### src/sv/pixel_format_converter_defines.svh
// Assertion macros for the pixel format converter.
// Expects clk and rst_n in the scope of each use.
`ifndef PIXEL_FORMAT_CONVERTER_DEFINES_SVH
`define PIXEL_FORMAT_CONVERTER_DEFINES_SVH
`ifndef NO_ASSERTIONS
// Consequent must hold in the same cycle as the antecedent.
`define PFC_ASSERT_SAME(label, ante, cons) \
  label: assert property (@(posedge clk) disable iff (!rst_n) (ante) |-> (cons)) \
    else $error("pixel_format_converter: assertion failed");
// Consequent must hold in the cycle after the antecedent.
`define PFC_ASSERT_NEXT(label, ante, cons) \
  label: assert property (@(posedge clk) disable iff (!rst_n) (ante) |=> (cons)) \
    else $error("pixel_format_converter: assertion failed");
`else
`define PFC_ASSERT_SAME(label, ante, cons)
`define PFC_ASSERT_NEXT(label, ante, cons)
`endif
`endif

### src/sv/pfc_pkg.sv
// Shared types, constants and channel geometry functions of the pixel format converter.
// No dependencies.
`timescale 1ns / 1ps
`default_nettype none

package pfc_pkg;

  localparam int unsigned PALETTE_DEPTH = 256;
  localparam int unsigned PAL_AW        = $clog2(PALETTE_DEPTH);
  localparam int unsigned PIXEL_W       = 32;
  localparam int unsigned INDEX_W       = 8;
  localparam int unsigned COLOR_W       = 24;
  localparam int unsigned CHAN_W        = 8;
  localparam int unsigned MODE_W        = 2;
  localparam int unsigned CFG_IDX_W     = 3;
  localparam int unsigned CFG_DATA_W    = 32;

  typedef enum logic [MODE_W-1:0] {
    MODE_WRITE   = 2'd0,
    MODE_DIRECT  = 2'd1,
    MODE_PALETTE = 2'd2
  } mode_t;

  typedef enum logic [CFG_IDX_W-1:0] {
    CFG_SRC_RED   = 3'd0,
    CFG_SRC_GREEN = 3'd1,
    CFG_SRC_BLUE  = 3'd2,
    CFG_SRC_ALPHA = 3'd3,
    CFG_DST_RED   = 3'd4,
    CFG_DST_GREEN = 3'd5,
    CFG_DST_BLUE  = 3'd6,
    CFG_DST_ALPHA = 3'd7
  } cfg_index_t;

  // Shift is the trailing-zero count, width the first run of ones clamped at 8.
  typedef struct packed {
    logic [4:0] shift;
    logic [3:0] width;
  } chan_geom_t;

  typedef struct packed {
    chan_geom_t alpha;
    chan_geom_t red;
    chan_geom_t green;
    chan_geom_t blue;
  } fmt_geom_t;

  typedef struct packed {
    fmt_geom_t src;
    fmt_geom_t dst;
  } cfg_geom_t;

  typedef struct packed {
    logic [CHAN_W-1:0] alpha;
    logic [CHAN_W-1:0] red;
    logic [CHAN_W-1:0] green;
    logic [CHAN_W-1:0] blue;
  } chan_vals_t;

  // Stage 1 control: item in flight, palette lookup, index beyond the table.
  typedef struct packed {
    logic valid;
    logic pal;
    logic oor;
  } s1_ctrl_t;

  // Geometry of the reset masks 0x00ff0000, 0x0000ff00, 0x000000ff, 0xff000000.
  localparam chan_geom_t GEOM_RED_RST   = '{shift: 5'd16, width: 4'd8};
  localparam chan_geom_t GEOM_GREEN_RST = '{shift: 5'd8,  width: 4'd8};
  localparam chan_geom_t GEOM_BLUE_RST  = '{shift: 5'd0,  width: 4'd8};
  localparam chan_geom_t GEOM_ALPHA_RST = '{shift: 5'd24, width: 4'd8};
  localparam fmt_geom_t  FMT_GEOM_RST   = '{alpha: GEOM_ALPHA_RST, red: GEOM_RED_RST,
                                            green: GEOM_GREEN_RST, blue: GEOM_BLUE_RST};

  function automatic chan_geom_t chan_geom(input logic [CFG_DATA_W-1:0] mask);
    chan_geom_t g;
    logic [CFG_DATA_W-1:0] run;
    g.shift = '0;
    for (int i = CFG_DATA_W - 1; i >= 0; i--) begin
      if (mask[i]) g.shift = 5'(i);
    end
    run = mask >> g.shift;
    g.width = 4'd8;
    for (int i = CHAN_W - 1; i >= 0; i--) begin
      if (!run[i]) g.width = 4'(i);
    end
    return g;
  endfunction

  // Pull one channel out of a source pixel, left-justified to 8 bits.
  function automatic logic [CHAN_W-1:0] chan_extract(input logic [PIXEL_W-1:0] px,
                                                     input chan_geom_t g);
    logic [PIXEL_W-1:0] t;
    logic [CHAN_W-1:0]  low_mask;
    logic [CHAN_W-1:0]  v;
    t        = px >> g.shift;
    low_mask = 8'((9'd1 << g.width) - 9'd1);
    v        = t[CHAN_W-1:0] & low_mask;
    return v << (4'd8 - g.width);
  endfunction

  // Keep the top bits of an 8-bit channel and place them; bits above 31 drop.
  function automatic logic [PIXEL_W-1:0] chan_place(input logic [CHAN_W-1:0] c8,
                                                    input chan_geom_t g);
    logic [CHAN_W-1:0] v;
    v = c8 >> (4'd8 - g.width);
    return {24'd0, v} << g.shift;
  endfunction

endpackage

`default_nettype wire

### src/sv/pfc_cfg_regs.sv
// Configuration registers: channel masks, stored as decoded shift and width.
// Depends on pfc_pkg.
`timescale 1ns / 1ps
`default_nettype none

module pfc_cfg_regs (
  input  wire logic                            clk,
  input  wire logic                            rst_n,
  input  wire logic                            cfg_we,
  input  wire logic [pfc_pkg::CFG_IDX_W-1:0]   cfg_index,
  input  wire logic [pfc_pkg::CFG_DATA_W-1:0]  cfg_wdata,
  output pfc_pkg::cfg_geom_t                   geom
);
  import pfc_pkg::*;

  cfg_geom_t  geom_r;
  cfg_geom_t  geom_nxt;
  chan_geom_t wr_geom;

  // Decode at write time so the datapath sees ready-made geometry.
  always_comb begin
    wr_geom  = chan_geom(cfg_wdata);
    geom_nxt = geom_r;
    if (cfg_we) begin
      unique case (cfg_index)
        CFG_SRC_RED:   geom_nxt.src.red   = wr_geom;
        CFG_SRC_GREEN: geom_nxt.src.green = wr_geom;
        CFG_SRC_BLUE:  geom_nxt.src.blue  = wr_geom;
        CFG_SRC_ALPHA: geom_nxt.src.alpha = wr_geom;
        CFG_DST_RED:   geom_nxt.dst.red   = wr_geom;
        CFG_DST_GREEN: geom_nxt.dst.green = wr_geom;
        CFG_DST_BLUE:  geom_nxt.dst.blue  = wr_geom;
        CFG_DST_ALPHA: geom_nxt.dst.alpha = wr_geom;
      endcase
    end
  end

  always_ff @(posedge clk) begin
    if (!rst_n) begin
      geom_r <= '{src: FMT_GEOM_RST, dst: FMT_GEOM_RST};
    end else begin
      geom_r <= geom_nxt;
    end
  end

  assign geom = geom_r;

endmodule

`default_nettype wire

### config.mk
export PLATFORM = sky130hd
export DESIGN_NAME = pfc_cfg_regs
export DESIGN_NICKNAME = d
export VERILOG_FILES = /design/src/sv/pixel_format_converter_defines.svh /design/src/sv/pfc_pkg.sv /design/src/sv/pfc_cfg_regs.sv
export SDC_FILE = /design/constraint.sdc
export NUM_CORES = 1
export LEC_CHECK = 0
export ABC_AREA = 1
export BUFFER_PORTS_ARGS = -buffer_cell sky130_fd_sc_hd__buf_2
export CORE_UTILIZATION = 58
export DETAILED_ROUTE_END_ITERATION = 12
export MAX_ROUTING_LAYER = met4
export PLACE_DENSITY = 0.95
export SYNTH_ARGS = -nofsm -noshare
export SYNTH_HDL_FRONTEND = slang
export SYNTH_SLANG_ARGS = --single-unit
### constraint.sdc
create_clock -name clk -period 6.74 [get_ports clk]
set_input_delay 1.348 -clock clk [delete_from_list [all_inputs] [get_ports clk]]
set_output_delay 1.348 -clock clk [all_outputs]
set_load 0.005 [all_outputs]
==> metrics.cfg <==
[synth]
netlist_instances=666
yosys_warnings=0
yosysTopAreaCellShare=0.3397
synthesis.nets=704
synth_area_sq_mm=0.004243
synth.most_common_cell=nand2_1
ys_seq_area_frac=0.3397
async_flop_share=0
synth.top_cells.by_count=nand2_1 (162), nand3_1 (87), a21oi_1 (72), dfxtp_1 (72), inv_1 (70)
yosys_most_used_dff=dfxtp_1
avgSynthCellArea_sq_um=6.371
synth-edff-count=0
synth_area_leaders=dfxtp_1 (34%), nand2_1 (14%), nand3_1 (10%), a21oi_1 (8.5%), o21ai_0 (7.7%)
synth_area_leader_cell=dfxtp_1
ys_seq_elements=72
ys_types=37

[setup_path]
r2r_cells=2
rrSetupSlack_ns=5.96
r2r-end=geom[32]
reg2reg_from=geom[32]
critPathTopFamily=simple AND/OR/NAND/NOR gates
crit_type=input pin to flip-flop
crit_path_top_delay_cell=nor3b_4
arrival_ns=5.34
cp_max_fo=37
cpMostUsedCell=nand2_1
crit_start=cfg_wdata[30]
cp_num_cells=45
path_buf_inv=4
crit_path_end_kind=flip-flop
critPathCapture=geom[21]
cp_data_required_time_ns=7.03
slowest_delay_ns=0.38
start_kind=input pin

[sta]
setup_slack_ns=1.691
rsz0062_at_grt=no
hold_viol_final=0
final-setup-viol-count=0
relSlewSlack=0.3174
max_freq_mhz=198.1
finClkSkew_ns=0
final.min_clock_period_ns=5.049
fin_crit_sh=0.7491
slew_viol_final=0
setup_tns_ns=0
tightest_slew_ns=1.020

[global_routing]
grt_max_degree=58
grt_util_met1=0.4344
grtUsageMet2=0.5639
first_global_vias=4364
grt-ovfl-total=0
top_usage_layer=met2
use_met3=0.09048
antenna_found_initial=0
gr-usage-all-layers=0.3521
grt_pass1_wl_mm=20.38

[flow_run]
drv_cap=0

[clock_network]
cts_made_buffers=9
cts_tree=built
clk_latency_ns=0.35
root_buffer=clkbuf_8
clock_path_buffers=2
ctsHtreeMaxLevel=3
clk_pin_slew_ns=0.07
cts_setup_buffers=0
cts_sinks=72
cts_resized=0
ctsHoldBuffers=0

[status]
status=complete, no violations

[die]
io_pins=110
num_rows=30
start_util=0.6110
core_area_sq_mm=0.006944
die_area_sq_mm=0.007662
die_height_microns=87.53
die_x_microns=87.53

[cells_and_area]
nNetsFinal=794
fillerInstances=609
synthToLayoutAreaGrowth_pct=17.02
largest_reg_flops=72
fin_util=0.7150
layout-drive-gt1-share=0.2037
diodes=0

[routing]
wl_per_cell_microns=15.18
via_per_inst=5.827
routed-via-count=4994
antenna_left=0
drt-total-wl_mm=13.01
dr.pass1.iters=9
drt_iter0_markers=459
drcViolationCount=0

[power]
p_leak_uw=0.002472
worst_ir_drop_vdd_mv=0.1856
p_per_area_mw_per_mm2=200.2

[placement]
post-place-ws_ns=1.469
post-dp-hpwl_mm=9.225
routabilityCongestion=0.9319
port_buffers=109

[min_path]
hold_path.class=flip-flop to flip-flop

-- per-layer routing --
layer	wire (microns)	vias up
li1	-	2395
met1	5450	2303
met2	6156	259
met3	1080	37
met4	318	0
met5	0	-
-- worst register-to-register path, cell delays in order, from the launching register on --
cell and delay, ns:
dfxtp_1 0.32, o21ai_0 0.22, a21oi_1 0.09
-- report_power, final --
group,internal (uW),switching (uW),leakage [uW],total (uW)
logic,65.2,131,0.00179,196
registers,440,7.92,0.000586,448
clock network,182,168,0.0000989,350
-- area by class of cell --
class	instances	area (sq um)	share of cell area
clock buffer	10	137.6	0.02772
sequential	72	1441	0.2903
multi-input combinational	484	2333	0.4700
inverter	75	281.5	0.05670
tap	96	120.1	0.02419
timing repair buffer	114	583.1	0.1174
clock inverter	6	67.56	0.01361
-- per-stage QoR --
stage          instances  instance area [sq um]  power [uW]  hold WS, ns
2_1_floorplan        666                   4243       588.2       0.4646
4_1_cts              857                   4965       988.0       0.4723
3_5_place_dp         841                   4760       645.8       0.4552
5_1_grt              857                   4965        1035       0.5057
3_3_place_gp         841                   4760       639.6       0.4435
6_report             857                   4965       993.7       0.4656
-- worst min-delay path by stage --
stage                         from       end  slack [ns]  depth (start not counted)
after detailed placement  geom[70]  geom[70]        0.46                          2
after global placement    geom[70]  geom[70]        0.44                          2
after CTS                 geom[70]  geom[70]        0.47                          2
after floorplan            geom[3]   geom[3]        0.46                          2
final                     geom[70]  geom[70]        0.47                          2
after global routing      geom[34]  geom[34]        0.51                          2
-- cells in the final DEF (no fill, tap or decap), drive strengths merged, types with 2 or more instances in the layout --
cell | Yosys | layout
nor2 | 38 | 38
nand2 | 167 | 167
nor3 | 3 | 3
clkinv | 2 | 4
inv | 73 | 74
o31ai | 2 | 2
clkbuf | 23 | 10
dfxtp | 72 | 72
a21oi | 72 | 72
o21ai | 77 | 77
clkinvlp | 0 | 2
nand3 | 96 | 96
or2 | 2 | 2
a31oi | 2 | 2
nand4 | 4 | 4
buf | 12 | 114
nor4 | 3 | 3
o211ai | 11 | 11
-- logic make-up (layout without fill, tap and decap cells) --
kind of cell           count (synthesis)  count (layout)  share of synthesized area
buffers and inverters                110             205                     0.1103
and+or+nand+nor                      315             315                     0.3353
DFF                                   72              72                     0.3397
AOI/OAI and AO/OA                    169             169                     0.2147
No activity file was read; power rests on OpenSTA's default activity.
