**src/sv/pixel_format_converter_defines.svh**
```systemverilog
// Assertion macros for the pixel format converter.
// Expects clk and rst_n in the scope of each use.
`ifndef PIXEL_FORMAT_CONVERTER_DEFINES_SVH
`define PIXEL_FORMAT_CONVERTER_DEFINES_SVH
`ifndef NO_ASSERTIONS
// Consequent must hold in the same cycle as the antecedent.
`define PFC_ASSERT_SAME(label, ante, cons) \
  label: assert property (@(posedge clk) disable iff (!rst_n) (ante) |-> (cons)) \
    else $error("pixel_format_converter: assertion failed");
// Consequent must hold in the cycle after the antecedent.
`define PFC_ASSERT_NEXT(label, ante, cons) \
  label: assert property (@(posedge clk) disable iff (!rst_n) (ante) |=> (cons)) \
    else $error("pixel_format_converter: assertion failed");
`else
`define PFC_ASSERT_SAME(label, ante, cons)
`define PFC_ASSERT_NEXT(label, ante, cons)
`endif
`endif

```
**src/sv/pfc_pkg.sv**
```systemverilog
// Shared types, constants and channel geometry functions of the pixel format converter.
// No dependencies.
`timescale 1ns / 1ps
`default_nettype none

package pfc_pkg;

  localparam int unsigned PALETTE_DEPTH = 256;
  localparam int unsigned PAL_AW        = $clog2(PALETTE_DEPTH);
  localparam int unsigned PIXEL_W       = 32;
  localparam int unsigned INDEX_W       = 8;
  localparam int unsigned COLOR_W       = 24;
  localparam int unsigned CHAN_W        = 8;
  localparam int unsigned MODE_W        = 2;
  localparam int unsigned CFG_IDX_W     = 3;
  localparam int unsigned CFG_DATA_W    = 32;

  typedef enum logic [MODE_W-1:0] {
    MODE_WRITE   = 2'd0,
    MODE_DIRECT  = 2'd1,
    MODE_PALETTE = 2'd2
  } mode_t;

  typedef enum logic [CFG_IDX_W-1:0] {
    CFG_SRC_RED   = 3'd0,
    CFG_SRC_GREEN = 3'd1,
    CFG_SRC_BLUE  = 3'd2,
    CFG_SRC_ALPHA = 3'd3,
    CFG_DST_RED   = 3'd4,
    CFG_DST_GREEN = 3'd5,
    CFG_DST_BLUE  = 3'd6,
    CFG_DST_ALPHA = 3'd7
  } cfg_index_t;

  // Shift is the trailing-zero count, width the first run of ones clamped at 8.
  typedef struct packed {
    logic [4:0] shift;
    logic [3:0] width;
  } chan_geom_t;

  typedef struct packed {
    chan_geom_t alpha;
    chan_geom_t red;
    chan_geom_t green;
    chan_geom_t blue;
  } fmt_geom_t;

  typedef struct packed {
    fmt_geom_t src;
    fmt_geom_t dst;
  } cfg_geom_t;

  typedef struct packed {
    logic [CHAN_W-1:0] alpha;
    logic [CHAN_W-1:0] red;
    logic [CHAN_W-1:0] green;
    logic [CHAN_W-1:0] blue;
  } chan_vals_t;

  // Stage 1 control: item in flight, palette lookup, index beyond the table.
  typedef struct packed {
    logic valid;
    logic pal;
    logic oor;
  } s1_ctrl_t;

  // Geometry of the reset masks 0x00ff0000, 0x0000ff00, 0x000000ff, 0xff000000.
  localparam chan_geom_t GEOM_RED_RST   = '{shift: 5'd16, width: 4'd8};
  localparam chan_geom_t GEOM_GREEN_RST = '{shift: 5'd8,  width: 4'd8};
  localparam chan_geom_t GEOM_BLUE_RST  = '{shift: 5'd0,  width: 4'd8};
  localparam chan_geom_t GEOM_ALPHA_RST = '{shift: 5'd24, width: 4'd8};
  localparam fmt_geom_t  FMT_GEOM_RST   = '{alpha: GEOM_ALPHA_RST, red: GEOM_RED_RST,
                                            green: GEOM_GREEN_RST, blue: GEOM_BLUE_RST};

  function automatic chan_geom_t chan_geom(input logic [CFG_DATA_W-1:0] mask);
    chan_geom_t g;
    logic [CFG_DATA_W-1:0] run;
    g.shift = '0;
    for (int i = CFG_DATA_W - 1; i >= 0; i--) begin
      if (mask[i]) g.shift = 5'(i);
    end
    run = mask >> g.shift;
    g.width = 4'd8;
    for (int i = CHAN_W - 1; i >= 0; i--) begin
      if (!run[i]) g.width = 4'(i);
    end
    return g;
  endfunction

  // Pull one channel out of a source pixel, left-justified to 8 bits.
  function automatic logic [CHAN_W-1:0] chan_extract(input logic [PIXEL_W-1:0] px,
                                                     input chan_geom_t g);
    logic [PIXEL_W-1:0] t;
    logic [CHAN_W-1:0]  low_mask;
    logic [CHAN_W-1:0]  v;
    t        = px >> g.shift;
    low_mask = 8'((9'd1 << g.width) - 9'd1);
    v        = t[CHAN_W-1:0] & low_mask;
    return v << (4'd8 - g.width);
  endfunction

  // Keep the top bits of an 8-bit channel and place them; bits above 31 drop.
  function automatic logic [PIXEL_W-1:0] chan_place(input logic [CHAN_W-1:0] c8,
                                                    input chan_geom_t g);
    logic [CHAN_W-1:0] v;
    v = c8 >> (4'd8 - g.width);
    return {24'd0, v} << g.shift;
  endfunction

endpackage

`default_nettype wire

```
**src/sv/pfc_if.sv**
```systemverilog
// Request channels of the pixel format converter: input item and result pixel.
// Depends on pfc_pkg for field widths.
`timescale 1ns / 1ps
`default_nettype none


interface pfc_out_if;
  import pfc_pkg::*;
  logic                 valid;
  logic                 ready;
  logic [PIXEL_W-1:0]   pixel_out;

  modport source (output valid, pixel_out, input ready);
  modport sink   (input valid, pixel_out, output ready);
endinterface

`default_nettype wire

```
**src/sv/pfc_pack.sv**
```systemverilog
// Pack stage: place channels into the destination format; drives the output register.
// Depends on pfc_pkg and pfc_out_if.
`timescale 1ns / 1ps
`default_nettype none

module pfc_pack (
  input  wire logic                clk,
  input  wire logic                rst_n,
  input  wire logic                adv,
  input  wire logic                s2_valid,
  input  wire pfc_pkg::chan_vals_t s2_chans,
  input  wire pfc_pkg::fmt_geom_t  dst_geom,
  pfc_out_if.source                out_chan
);
  import pfc_pkg::*;

  logic               valid_r;
  logic [PIXEL_W-1:0] pixel_r;
  logic [PIXEL_W-1:0] pixel_nxt;

  assign pixel_nxt = chan_place(s2_chans.alpha, dst_geom.alpha) |
                     chan_place(s2_chans.red,   dst_geom.red)   |
                     chan_place(s2_chans.green, dst_geom.green) |
                     chan_place(s2_chans.blue,  dst_geom.blue);

  always_ff @(posedge clk) begin
    if (!rst_n) begin
      valid_r <= 1'b0;
    end else if (adv) begin
      valid_r <= s2_valid;
    end
  end

  always_ff @(posedge clk) begin
    if (adv && s2_valid) pixel_r <= pixel_nxt;
  end

  assign out_chan.valid     = valid_r;
  assign out_chan.pixel_out = pixel_r;

endmodule

`default_nettype wire

```
**src/flat_wrapper.sv**
```systemverilog
// flat-port wrapper written by rule: the top's interface ports become plain ports
module pfc_pack_flat import pfc_pkg::*;
  (clk, rst_n, adv, s2_valid, s2_chans, dst_geom, out_chan_valid, out_chan_pixel_out, out_chan_ready);
  pfc_out_if out_chan_i ();
  input  wire logic clk;
  input  wire logic rst_n;
  input  wire logic adv;
  input  wire logic s2_valid;
  input  wire pfc_pkg::chan_vals_t s2_chans;
  input  wire pfc_pkg::fmt_geom_t dst_geom;
  output wire logic [$bits(out_chan_i.valid)-1:0] out_chan_valid;
  output wire logic [$bits(out_chan_i.pixel_out)-1:0] out_chan_pixel_out;
  input wire logic [$bits(out_chan_i.ready)-1:0] out_chan_ready;
  assign out_chan_valid = out_chan_i.valid;
  assign out_chan_pixel_out = out_chan_i.pixel_out;
  assign out_chan_i.ready = out_chan_ready;
  pfc_pack u_core (.clk(clk), .rst_n(rst_n), .adv(adv), .s2_valid(s2_valid), .s2_chans(s2_chans), .dst_geom(dst_geom), .out_chan(out_chan_i));
endmodule
```
**config.mk**
```make
export PLATFORM = sky130hd
export DESIGN_NAME = pfc_pack_flat
export DESIGN_NICKNAME = d
export VERILOG_FILES = /design/src/sv/pixel_format_converter_defines.svh /design/src/sv/pfc_pkg.sv /design/src/sv/pfc_if.sv /design/src/sv/pfc_pack.sv /design/src/flat_wrapper.sv
export SDC_FILE = /design/constraint.sdc
export NUM_CORES = 1
export LEC_CHECK = 0
export ABC_CLOCK_PERIOD_IN_PS = 7080
export BUFFER_PORTS_ARGS = -buffer_cell sky130_fd_sc_hd__buf_2
export CAP_MARGIN = 20
export CELL_PAD_IN_SITES_DETAIL_PLACEMENT = 1
export CELL_PAD_IN_SITES_GLOBAL_PLACEMENT = 2
export CORE_MARGIN = 2
export CORE_UTILIZATION = 37
export DETAILED_ROUTE_END_ITERATION = 8
export PLACE_DENSITY_LB_ADDON = 0.1
export SLEW_MARGIN = 15
export SYNTH_ARGS = -nofsm -noshare
export SYNTH_HDL_FRONTEND = slang
export SYNTH_SLANG_ARGS = --single-unit
```
**constraint.sdc**
```tcl
create_clock -name clk -period 7.08 [get_ports clk]
set_clock_uncertainty 0.15 [all_clocks]
set_input_delay 0.708 -clock clk [delete_from_list [all_inputs] [get_ports clk]]
set_output_delay 0.708 -clock clk [all_outputs]
set_load 0.01 [all_outputs]
```
==> qor.csv <==
metric,value,unit
cp_slowest_cell,ha_1,
p_seq_share,24.2,%
met2_usage,45.8,%
start_util,37.5,%
io_pins,106,
p_int,0.604,mW
dpl.hpwl,20.1,mm
critPathRequiredTime,6.98,ns
grt_pass1_vias,6561,
finish.utilization,42.3,%
cts_tree,yes,
vias,6797,
yosys_warnings,0,
startpoint,dst_geom[27],
drive_above_1_share,22.3,%
synth.distinct_cells,94,
r2r_start,u_core.out_chan.valid,
finalNonFillerCells,1019,
h-tree-depth,2,
viasPerCell,6.67,
path_cells,"buf_2, clkinv_1, ha_1, mux2i_1, mux4_2, nor3_1, nor3_2, o22ai_1, or4_1",
top_usage_layer,met2,
worst-path-max-fanout,16,
yosysTopAreaCellShare,16.3,%
gp_congestion,1.03,
fin_area,6660,sq um
irDropWorstVdd,0.0956,mV
power_frac_clock,29.9,%
numCtsBuffers,5,
critPathMaxStageDelay,0.77,ns
hold_buffers,0,
drtIter0Drc,695,
fmax,0.218,GHz
synth-seq-cells,33,
grt_use_met3,5.05,%
fin_setup_tns,0,ns
clkTransAtPathRegs,0.07,ns
crit_type,primary input to register,
synth_edf_count,32,
grt_usage,29.4,%
cp-start-kind,primary input,
p_switching,0.395,mW
drt-total-wl,25.5,mm
cts.sinks,33,
synth_ff_type,edfxtp_1,
syn_area,5910,sq um
grt_max_degree,34,
syn_nets,817,
cts.path.max_buffers,2,
period_needed,4.58,ns
reg2reg_to,u_core.out_chan.valid,
maxSlewHeadroom,18.2,%
synth_area_leader_cell,edfxtp_1,
core_region_area,15800,sq um
holdCritPathClass,register to register,
crit_arrival,4.48,ns
rows,46,
synth.area.top_cells,"edfxtp_1 16%, mux4_2 6.1%, mux2i_1 5.2%",
die-width,130,um
first_pass_iters,5,
rsz0062_at_grt,false,
setup_viol,0,
cts_resized,0,
hold_violations,0,
grt_pass1_wl,38.5,mm
clock_latency,0.29,ns
avgRoutedWirePerCell,25.0,um
max_cap_violations,0,
p_leak,2.40,nW
cts_setup_buffers,0,
n_fill_cell,1957,
async_flop_share,0,%
r2r_cells,2,
port_buffers,104,
dp.cells,1011,
endpoint_kind,register,
placed_area,6470,sq um
dieHeight,130,um
pre_cts_slack,2.24,ns
critPathCapture,u_core.out_chan.pixel_out[18],
worst_pin_slew,1.22,ns
combPwrFrac,46.0,%
fin_nets,879,
swShare,39.5,%
syn_inst,740,
powerDensity,150,nW/um^2
grtUsageMet1,41.9,%
slew_violations,0,
areaGrowthSynthToFinish,12.7,%
avgSynthCellArea,7.99,sq um
setup_slack,2.50,ns
grt_overflow,0,
reg2reg_slack,6.25,ns
ys_seq_area_share,16.6,%
antenna_found_initial,0,
outcome,completed,
antenna_cells,0,
route.detailed.drc,0,
root_buffer,clkbuf_16,
dieArea,17000,sq um
ant_nets,0,
layout_worst_path_cycle_share,64.7,%
-- cell usage after synthesis, drive strengths merged (8+ instances only) --
master	instances
clkbuf	31
nor4	10
mux2i	32
nor3	24
nor2b	19
edfxtp	32
a211o	8
a31oi	10
a32oi	15
and2	10
mux4	16
o21ai	10
o32ai	9
a21oi	17
o22ai	21
a22oi	24
or2	13
a2bb2oi	10
nand2	77
or4	9
nand3	40
a211oi	10
a221oi	12
buf	20
nand2b	15
nor2	61
o211ai	22
inv	20
mux2	15
nand4	8
-- through the flow --
stage          power, mW  hold WS (ns)
3_3_place_gp       0.682         0.407
5_1_grt             1.04         0.456
6_report           0.998         0.429
4_1_cts            0.991         0.432
2_1_floorplan      0.551         0.464
3_5_place_dp       0.695         0.415
-- routing by layer --
metal,routed length [um],vias to the layer above
li1,-,3099
met1,11700,3340
met2,11300,312
met3,1940,46
met4,578,0
met5,0,-
-- how the worst min path moves through the flow --
stage	from	endpoint	slack (ns)	cells after the start
CTS	u_core.out_chan.valid	u_core.out_chan.valid	0.43	2
global placement	u_core.out_chan.valid	u_core.out_chan.valid	0.41	2
finish	u_core.out_chan.valid	u_core.out_chan.valid	0.43	2
detailed placement	u_core.out_chan.valid	u_core.out_chan.valid	0.42	2
floorplan	u_core.out_chan.valid	u_core.out_chan.valid	0.46	2
global route	u_core.out_chan.valid	u_core.out_chan.valid	0.46	2
-- cells in the final DEF, fill, tap and decap left out, types with 19 or more instances in the layout --
master,synthesis,layout
edfxtp_1,32,32
nor2b_1,19,19
buf_2,11,104
a22oi_1,24,24
o22ai_1,21,21
nand3_1,40,40
o211ai_1,22,22
inv_1,19,19
nand2_1,77,77
mux2i_1,31,31
nor3_1,23,23
nor2_1,61,61
-- power by group through the flow --
| stage | sequential (mW) | combinational (mW) | clock, mW |
|---|---|---|---|
| 2_1_floorplan | 0.255 | 0.297 | 0 |
| 3_3_place_gp | 0.244 | 0.437 | 0 |
| 3_5_place_dp | 0.246 | 0.449 | 0 |
| 4_1_cts | 0.242 | 0.451 | 0.298 |
| 5_1_grt | 0.243 | 0.494 | 0.305 |
| 6_report | 0.241 | 0.459 | 0.298 |
-- cell families (layout without fill, tap and decap cells) --
family,count (synthesis),count (layout),share of synthesized area [%]
adders and majority gates,4,4,0.847
xor gates and xnor gates,11,11,2.14
DFF,33,33,16.6
buffers and inverters,75,138,5.63
muxes,63,63,14.6
and+or+nand+nor,315,315,27.3
AOI/OAI and AO/OA,239,239,32.9
-- state kept, by name (all words and copies together) (netlist names) --
register,cells
u_core.out_chan.pixel_out,32
u_core.out_chan.valid,1
-- worst max-delay path: cells and delay by family --
family	cells	cell delay, ns
muxes	2	0.93
and+or+nand+nor	3	1.18
adders and majority gates	1	0.77
AOI/OAI and AO/OA	1	0.26
buffers and inverters	2	0.62
-- final cells by class --
type                            count  area, sq um  share of cell area [%]
Multi-Input combinational cell    632         4600                    69.0
Sequential cell                    33          981                    14.7
Timing Repair Buffer              106          536                    8.04
Tap cell                          216          270                    4.06
Clock buffer                        5          125                    1.88
Inverter                           24         90.1                    1.35
Clock inverter                      3         65.1                   0.976
No activity file was read; power rests on OpenSTA's default activity.
