$ cat src/sv/pixel_format_converter_defines.svh
// Assertion macros for the pixel format converter.
// Expects clk and rst_n in the scope of each use.
`ifndef PIXEL_FORMAT_CONVERTER_DEFINES_SVH
`define PIXEL_FORMAT_CONVERTER_DEFINES_SVH
`ifndef NO_ASSERTIONS
// Consequent must hold in the same cycle as the antecedent.
`define PFC_ASSERT_SAME(label, ante, cons) \
  label: assert property (@(posedge clk) disable iff (!rst_n) (ante) |-> (cons)) \
    else $error("pixel_format_converter: assertion failed");
// Consequent must hold in the cycle after the antecedent.
`define PFC_ASSERT_NEXT(label, ante, cons) \
  label: assert property (@(posedge clk) disable iff (!rst_n) (ante) |=> (cons)) \
    else $error("pixel_format_converter: assertion failed");
`else
`define PFC_ASSERT_SAME(label, ante, cons)
`define PFC_ASSERT_NEXT(label, ante, cons)
`endif
`endif

$ cat src/sv/pfc_pkg.sv
// Shared types, constants and channel geometry functions of the pixel format converter.
// No dependencies.
`timescale 1ns / 1ps
`default_nettype none

package pfc_pkg;

  localparam int unsigned PALETTE_DEPTH = 256;
  localparam int unsigned PAL_AW        = $clog2(PALETTE_DEPTH);
  localparam int unsigned PIXEL_W       = 32;
  localparam int unsigned INDEX_W       = 8;
  localparam int unsigned COLOR_W       = 24;
  localparam int unsigned CHAN_W        = 8;
  localparam int unsigned MODE_W        = 2;
  localparam int unsigned CFG_IDX_W     = 3;
  localparam int unsigned CFG_DATA_W    = 32;

  typedef enum logic [MODE_W-1:0] {
    MODE_WRITE   = 2'd0,
    MODE_DIRECT  = 2'd1,
    MODE_PALETTE = 2'd2
  } mode_t;

  typedef enum logic [CFG_IDX_W-1:0] {
    CFG_SRC_RED   = 3'd0,
    CFG_SRC_GREEN = 3'd1,
    CFG_SRC_BLUE  = 3'd2,
    CFG_SRC_ALPHA = 3'd3,
    CFG_DST_RED   = 3'd4,
    CFG_DST_GREEN = 3'd5,
    CFG_DST_BLUE  = 3'd6,
    CFG_DST_ALPHA = 3'd7
  } cfg_index_t;

  // Shift is the trailing-zero count, width the first run of ones clamped at 8.
  typedef struct packed {
    logic [4:0] shift;
    logic [3:0] width;
  } chan_geom_t;

  typedef struct packed {
    chan_geom_t alpha;
    chan_geom_t red;
    chan_geom_t green;
    chan_geom_t blue;
  } fmt_geom_t;

  typedef struct packed {
    fmt_geom_t src;
    fmt_geom_t dst;
  } cfg_geom_t;

  typedef struct packed {
    logic [CHAN_W-1:0] alpha;
    logic [CHAN_W-1:0] red;
    logic [CHAN_W-1:0] green;
    logic [CHAN_W-1:0] blue;
  } chan_vals_t;

  // Stage 1 control: item in flight, palette lookup, index beyond the table.
  typedef struct packed {
    logic valid;
    logic pal;
    logic oor;
  } s1_ctrl_t;

  // Geometry of the reset masks 0x00ff0000, 0x0000ff00, 0x000000ff, 0xff000000.
  localparam chan_geom_t GEOM_RED_RST   = '{shift: 5'd16, width: 4'd8};
  localparam chan_geom_t GEOM_GREEN_RST = '{shift: 5'd8,  width: 4'd8};
  localparam chan_geom_t GEOM_BLUE_RST  = '{shift: 5'd0,  width: 4'd8};
  localparam chan_geom_t GEOM_ALPHA_RST = '{shift: 5'd24, width: 4'd8};
  localparam fmt_geom_t  FMT_GEOM_RST   = '{alpha: GEOM_ALPHA_RST, red: GEOM_RED_RST,
                                            green: GEOM_GREEN_RST, blue: GEOM_BLUE_RST};

  function automatic chan_geom_t chan_geom(input logic [CFG_DATA_W-1:0] mask);
    chan_geom_t g;
    logic [CFG_DATA_W-1:0] run;
    g.shift = '0;
    for (int i = CFG_DATA_W - 1; i >= 0; i--) begin
      if (mask[i]) g.shift = 5'(i);
    end
    run = mask >> g.shift;
    g.width = 4'd8;
    for (int i = CHAN_W - 1; i >= 0; i--) begin
      if (!run[i]) g.width = 4'(i);
    end
    return g;
  endfunction

  // Pull one channel out of a source pixel, left-justified to 8 bits.
  function automatic logic [CHAN_W-1:0] chan_extract(input logic [PIXEL_W-1:0] px,
                                                     input chan_geom_t g);
    logic [PIXEL_W-1:0] t;
    logic [CHAN_W-1:0]  low_mask;
    logic [CHAN_W-1:0]  v;
    t        = px >> g.shift;
    low_mask = 8'((9'd1 << g.width) - 9'd1);
    v        = t[CHAN_W-1:0] & low_mask;
    return v << (4'd8 - g.width);
  endfunction

  // Keep the top bits of an 8-bit channel and place them; bits above 31 drop.
  function automatic logic [PIXEL_W-1:0] chan_place(input logic [CHAN_W-1:0] c8,
                                                    input chan_geom_t g);
    logic [CHAN_W-1:0] v;
    v = c8 >> (4'd8 - g.width);
    return {24'd0, v} << g.shift;
  endfunction

endpackage

`default_nettype wire

$ cat src/sv/pfc_unpack.sv
// Unpack stage: source pixel or palette color into four 8-bit channels.
// Depends on pfc_pkg.
`timescale 1ns / 1ps
`default_nettype none

module pfc_unpack (
  input  wire logic                          clk,
  input  wire logic                          rst_n,
  input  wire logic                          adv,
  input  wire pfc_pkg::s1_ctrl_t             s1,
  input  wire logic [pfc_pkg::PIXEL_W-1:0]   pixel,
  input  wire logic [pfc_pkg::COLOR_W-1:0]   rd_color,
  input  wire pfc_pkg::fmt_geom_t            src_geom,
  output logic                               s2_valid,
  output pfc_pkg::chan_vals_t                s2_chans
);
  import pfc_pkg::*;

  logic                s2_valid_r;
  chan_vals_t          s2_chans_r;
  chan_vals_t          chans_nxt;
  logic [COLOR_W-1:0]  rgb;

  always_comb begin
    rgb = s1.oor ? '0 : rd_color;
    if (s1.pal) begin
      chans_nxt.alpha = '0;
      chans_nxt.red   = rgb[23:16];
      chans_nxt.green = rgb[15:8];
      chans_nxt.blue  = rgb[7:0];
    end else begin
      chans_nxt.alpha = chan_extract(pixel, src_geom.alpha);
      chans_nxt.red   = chan_extract(pixel, src_geom.red);
      chans_nxt.green = chan_extract(pixel, src_geom.green);
      chans_nxt.blue  = chan_extract(pixel, src_geom.blue);
    end
  end

  always_ff @(posedge clk) begin
    if (!rst_n) begin
      s2_valid_r <= 1'b0;
    end else if (adv) begin
      s2_valid_r <= s1.valid;
    end
  end

  always_ff @(posedge clk) begin
    if (adv && s1.valid) s2_chans_r <= chans_nxt;
  end

  assign s2_valid = s2_valid_r;
  assign s2_chans = s2_chans_r;

endmodule

`default_nettype wire

$ cat config.mk
export PLATFORM = sky130hd
export DESIGN_NAME = pfc_unpack
export DESIGN_NICKNAME = d
export VERILOG_FILES = /design/src/sv/pixel_format_converter_defines.svh /design/src/sv/pfc_pkg.sv /design/src/sv/pfc_unpack.sv
export SDC_FILE = /design/constraint.sdc
export NUM_CORES = 1
export LEC_CHECK = 0
export ABC_AREA = 1
export BUFFER_PORTS_ARGS = -buffer_cell sky130_fd_sc_hd__buf_2
export CAP_MARGIN = 20
export CORE_ASPECT_RATIO = 1.5
export CORE_MARGIN = 3
export CORE_UTILIZATION = 48
export DETAILED_ROUTE_END_ITERATION = 7
export GPL_ROUTABILITY_DRIVEN = 0
export PLACE_DENSITY = 0.78
export SYNTH_ARGS = -nofsm -noshare
export SYNTH_HDL_FRONTEND = slang
export SYNTH_SLANG_ARGS = --single-unit
$ cat constraint.sdc
create_clock -name clk -period 4.3 [get_ports clk]
set_input_delay 0.43 -clock clk [delete_from_list [all_inputs] [get_ports clk]]
set_output_delay 0.43 -clock clk [all_outputs]
set_load 0.05 [all_outputs]
==> run metrics, run 1 <==
status=complete, no violations; share of cells above drive strength 1=10.19%; GRT Overall Usage=28.96%; Post-CTS Setup Bufs=0; Worst-path clk slew=0.05 ns; Worst-Margin Slew=1.029 ns; Power Density=198.7 nW/µm²; slew margin rel.=31.35%; LEAKAGE=0.004764 µW; WP data arrival=2.82 ns; sequential fraction of the synthesis area=11.46%; Ports=131; clk sinks=33; Async S/R FF share, synth=0%; vias per cell=5.995; Peak VDD IR=0.0001353 V; n_diodes=0; HP Class=input port to flip-flop; Slew Limit Fails=0; RSZ-0062 raised after global routing=false; syn nets=1797; initial antenna violation count=0; FP Rows=59; pin count of the biggest net entering global routing=34; Main synth FF type=edfxtp_1; worst-skew pair later-pin latency=0.28 ns; Yosys cell types=39; P&R area growth vs syn=6.067%; 1st-iter DRT viols=1683; number of synthesized flops with an enable pin=32; PnR worst setup slack=1.631 ns; via count=11520; WL/cell=15.17 µm; Final period util=62.07%; Final #Nets=1833; drt total wl=29150 µm; Worst Setup End Kind=flip-flop; Congestion Overflow GR=0; first-pass GRT wire length=47500 µm; Final setup violation count=0; Mapped Cells=1671; IO buf count=130; clock period minus worst slack=2.669 ns; number of iterations in the first detailed-routing pass=7; ANT nets after route=0; CTS tree=yes; starting density of the core=49.12%; DP HPWL=21860 µm; TNS Setup=0 ns; Max-cap violations=0; Worst Skew=0 ns; CP max FO=16; DIE WIDTH=115.0 µm; Critical Path RT=4.45 ns; Post-Syn Area=8558 µm²; Setup WS pre-CTS=1.425 ns; critical path class=input port to flip-flop; Remaining DRCs=0; Worst setup SP type=input port; average instance area after synthesis=5.122 µm²; Die Ht=169.5 µm; Post-CTS Resized=0; Hold Buf Count CTS=0; max frequency=0.3746 GHz; DIE AREA=19500 µm²; #FFs+latches synth=33; H-Tree Depth=2; Root Buffer Master=clkbuf_16; CTS Buf Count=5; vias in the first global route=10290; CTS Buffer Depth=2; total number of yosys warnings=0; final hold violations=0; core area=17420 µm²
## Yosys cell counts, types with 2 or more instances
cell      number  area [µm²]
clkbuf_1      28       105.1
xnor2_1        3       26.28
nand3_2        3       30.03
xor2_1        14       122.6
o21ai_2        6       52.55
and2_1         5       31.28
a21oi_1       28       140.1
buf_1         14       52.55
ha_1          28       350.3
o21bai_1       5       37.54
nor2_2         3       18.77
buf_2         35       175.2
inv_1         72       270.3
nand3_1      430        2152
inv_4          2       12.51
o21ai_1       22       110.1
nand4_1       32       200.2
buf_4         16       120.1
nand2_1      680        2552
buf_6          9       101.4
edfxtp_1      32       960.9
nor3_1         5       25.02
a21o_1         2       15.01
o21ai_0       41       205.2
inv_2          7       26.28
nor2_1       105       394.1
nand3b_1       5       37.54
or2_2         13       81.33
clkinv_1      13       48.80
o211ai_1       4       30.03
## worst paths after layout
check	startpoint	cells after the start	endpoint	slack, ns
setup / recovery	src_geom[16]	13	s2_chans[12]$_DFFE_PP_	1.63
hold reg to reg	s2_valid$_SDFFE_PN0P_	2	s2_valid$_SDFFE_PN0P_	0.47
setup reg to reg	s2_valid$_SDFFE_PN0P_	2	s2_valid$_SDFFE_PN0P_	3.72
hold / removal	rst_n	2	s2_valid$_SDFFE_PN0P_	0.40
## stage by stage
step                total power, µW  cells  utilization, %  instance area [µm²]  hold WS, ns
finish                         1804   1921           52.10                 9077       0.4025
global route                   1937   1921           52.10                 9077       0.4091
global placement               1396   1913           51.26                 8931       0.4588
detailed placement             1412   1913           51.26                 8931       0.4720
floorplan                      1185   1671               -                 8558       0.5838
CTS                            1775   1921           52.10                 9077       0.4088
## power by group
group / internal, µW / switching, µW
Clock: 231 / 137
Sequential: 383 / 7.24
Combinational: 311 / 734
## registers in the layout, summed over array words and instances (netlist names)
register / count
s2_valid: 1
s2_chans: 32
## placed cells by master (no fill, tap or decap), types with 2 or more instances in the layout
master       n
inv_1       72
o21ai_2      6
or2_2       13
o21ai_0     41
and2_1       5
ha_1        28
clkbuf_1     2
nand3_2      3
inv_2        7
nor2_2       4
buf_2      130
o21ai_1     22
edfxtp_1    32
nand3b_1     5
nand3_1    430
nand2_1    680
a21oi_1     28
xnor2_1      3
a21o_1       2
o21bai_1     5
xor2_1      14
o211ai_1     4
nor2_1     104
nand4_1     32
nor3_1       5
inv_4        2
clkinv_1    13
clkbuf_16    5
## per-layer routing
metal	GRT usage [%]	wire length (µm)	vias up	part of all wire (%)
met1	34.13	10660	5073	37
met2	48.41	13450	675	46
met4	18.64	2221	0	7.6
li1	-	-	5614	-
met3	4.210	2817	154	9.7
met5	0	0	-	0
## final cells by class
type,count,area [µm²]
fillers,1835,8344
repair buffers,131,658.1
well taps,213,266.5
clock buffers,8,146.4
multi-input cells,1441,6663
flip-flops and latches,33,980.9
inverters,95,362.8
## logic make-up (layout without fill, tap and decap cells)
group / Yosys count / count (layout) / synth area share [%]
fa+ha+maj: 28 / 28 / 4.094
xor+xnor: 17 / 17 / 1.740
buf+inv: 197 / 234 / 10.72
simple gates: 1284 / 1284 / 64.75
compound gates: 112 / 112 / 7.237
flops: 33 / 33 / 11.46
## worst max-delay path: stages
cell	delay [ns]
buf_2	0.14
inv_1	0.26
nor2_1	0.79
inv_1	0.28
nor2_1	0.16
nor2_1	0.06
o21ai_1	0.11
nand3_2	0.13
nor2_1	0.10
nand2_1	0.09
a21oi_1	0.13
nand2_1	0.07
nand2_1	0.05
(Power assumes the default switching activity.)
==> run 2, diff against run 1 <==
==> constraint.sdc (replaced) <==
create_clock -name clk -period 2.6 [get_ports clk]
set_input_delay 0.26 -clock clk [delete_from_list [all_inputs] [get_ports clk]]
set_output_delay 0.26 -clock clk [all_outputs]
set_load 0.05 [all_outputs]
==> run 2 against run 1 <==
- the flow now finishes with violations (DRC)
- final area increased by 1.7%
- global-route usage increased by 0.31 points
- sequential share of layout area decreased by 0.18 points
- critical path depth increased by 3
- cell count increased by 1.1%
- non-clock buffer count increased by 22
- core utilization increased by 0.87 points
- combinational power increased by 68%
- via count increased by 0.37%
- count of clock-buffer cells in the layout decreased by 2
- routed wire length increased by 1.6%
- sequential power increased by 65%
- critical endpoint is now s2_chans[5]$_DFFE_PP_
- largest cell class unchanged
==> run metrics, run 2 (same netlist as run 1, synthesis figures left out) <==
slew margin rel.=39.34% (was 31.35%); RSZ-0062 raised after global routing=false (unchanged); Final #Nets=1855 (was 1833); Peak VDD IR=0.0002752 V (was 0.0001353 V); ANT nets after route=0 (unchanged); H-Tree Depth=2 (unchanged); CTS tree=yes (unchanged); most frequent cells in the layout=nand2_1, nand3_1, buf_2 (unchanged); critical path class=input port to flip-flop (unchanged); Slew Limit Fails=0 (unchanged); DIE AREA=19500 µm² (unchanged); HP Class=input port to flip-flop (unchanged); WL/cell=15.25 µm (was 15.17 µm); worst-path cell chain=buf_2, clkinv_1, ha_1, ha_1, nand2_1, nand2_1, inv_1, nand2_1, o21bai_1, nand2_1, nand4_1, nand2_1, nand2_1, nand3_1, nand2_1, nand2_1 (was buf_2, inv_1, nor2_1, inv_1, nor2_1, nor2_1, o21ai_1, nand3_2, nor2_1, nand2_1, a21oi_1, nand2_1, nand2_1); status=finished, violations left (was complete, no violations); share of cells above drive strength 1=11.28% (was 10.19%); CP max FO=13 (was 16); vias in the first global route=10550 (was 10290); Setup WS pre-CTS=0.09790 ns (was 1.425 ns); drt total wl=29620 µm (was 29150 µm); crit-path most repeated cell=nand2_1 (was nor2_1); Die Ht=169.5 µm (unchanged); fill count=1829 (was 1835); LEAKAGE=0.004864 µW (was 0.004764 µW); max frequency=0.4469 GHz; flip-flop count of the largest register after layout=32 (unchanged); Power Density=321.2 nW/µm² (was 198.7 nW/µm²); Worst-path clk slew=0.05 ns (about the same); CP bufs+invs=3 (unchanged); Worst-Margin Slew=0.9065 ns (was 1.029 ns); Critical Path RT=2.64 ns (was 4.45 ns); Root Buffer Master=clkbuf_16 (unchanged); Max-cap violations=0 (unchanged); initial antenna violation count=0 (unchanged); IO buf count=130 (unchanged); Remaining DRCs=3 (was 0); vias per cell=5.952 (was 5.995); DP HPWL=22640 µm (was 21860 µm); Worst Skew=0 ns (unchanged); violated checks=DRC; clk sinks=33 (unchanged); WP data arrival=2.28 ns (was 2.82 ns); Final setup violation count=0 (unchanged); via count=11560 (was 11520); Worst setup SP type=input port (unchanged); Post-CTS Resized=0 (unchanged); final hold violations=0 (unchanged); worst-skew pair later-pin latency=0.29 ns (was 0.28 ns); Post-CTS Setup Bufs=0 (unchanged); n_diodes=0 (unchanged); Ports=131 (unchanged); DIE WIDTH=115.0 µm (unchanged); number of iterations in the first detailed-routing pass=8 (was 7); core area=17420 µm² (unchanged); TNS Setup=0 ns (unchanged); CP top delay family=simple AND/OR/NAND/NOR gates (unchanged); 1st-iter DRT viols=1699 (was 1683); Congestion Overflow GR=0 (unchanged); FP Rows=59 (unchanged); Worst Setup End Kind=flip-flop (unchanged); slowest cell delay on critical path=0.27 ns (was 0.79 ns); GRT Overall Usage=29.28% (was 28.96%); CTS Buffer Depth=2 (unchanged); CTS Buf Count=5 (unchanged); CP max-delay cell=ha_1 (was nor2_1); first-pass GRT wire length=47940 µm (was 47500 µm); PnR worst setup slack=0.3625 ns (was 1.631 ns); Hold Buf Count CTS=0 (unchanged); starting density of the core=49.12% (unchanged); Final period util=86.06%; clock period minus worst slack=2.237 ns; commonest non-fill, non-tap cell in the layout=nand2_1 (unchanged); P&R area growth vs syn=7.836% (was 6.067%); pin count of the biggest net entering global routing=34 (unchanged)
run 2: changes by cell type in the layout (fill, tap and decap cells not counted):
cell      change
clkbuf_1      -1
buf_4        +22
clkbuf_8      -1
clkinv_1      +1
run 2: area by class of cell:
cell class	instances	area, µm²	share of cell area [%]
Multi-Input combinational cell	1441	6663	72.19
Sequential cell	33	980.9	10.63
Timing Repair Buffer	153	823.3	8.921
Inverter	95	362.8	3.932
Tap cell	213	266.5	2.888
Clock buffer	6	128.9	1.396
Clock inverter	1	3.754	0.04067
run 2: worst reg2reg max path: cells and delay by family (launching register included):
kind             cells  cell delay [ns]
AND/OR/NAND/NOR      1             0.05
flip-flops           1             0.32
AO/OA/AOI/OAI        1             0.15
run 2: where the power goes:
part           internal [µW]  switching (µW)
clock                    346             213
combinational            538            1220
sequential               633            10.4
run 2: path summary, 6_finish.rpt:
check	depth (start not counted)	startpoint	end	slack (ns)
max	16	src_geom[0]	s2_chans[5]$_DFFE_PP_	0.36
min	2	rst_n	s2_valid$_SDFFE_PN0P_	0.23
max reg2reg	2	s2_valid$_SDFFE_PN0P_	s2_valid$_SDFFE_PN0P_	1.99
min reg2reg	2	s2_valid$_SDFFE_PN0P_	s2_valid$_SDFFE_PN0P_	0.48
run 2: metal layers:
metal / global-route usage (%) / part of all wire [%]
met5: 0 / 0
met4: 19.36 / 8.1
met3: 4.674 / 9.7
met2: 49.75 / 46
met1: 33.33 / 36
run 2: metrics by stage:
step / util (%) / hold WS [ns] / std cells / area [µm²] / total power (µW)
detailed placement: 52.21 / 0.4849 / 1935 / 9096 / 2369
global route: 52.97 / 0.2373 / 1942 / 9229 / 3179
global placement: 52.21 / 0.4583 / 1935 / 9096 / 2337
floorplan: - / 0.4138 / 1671 / 8558 / 1960
finish: 52.97 / 0.2301 / 1942 / 9229 / 2964
CTS: 52.97 / 0.2343 / 1942 / 9229 / 2923
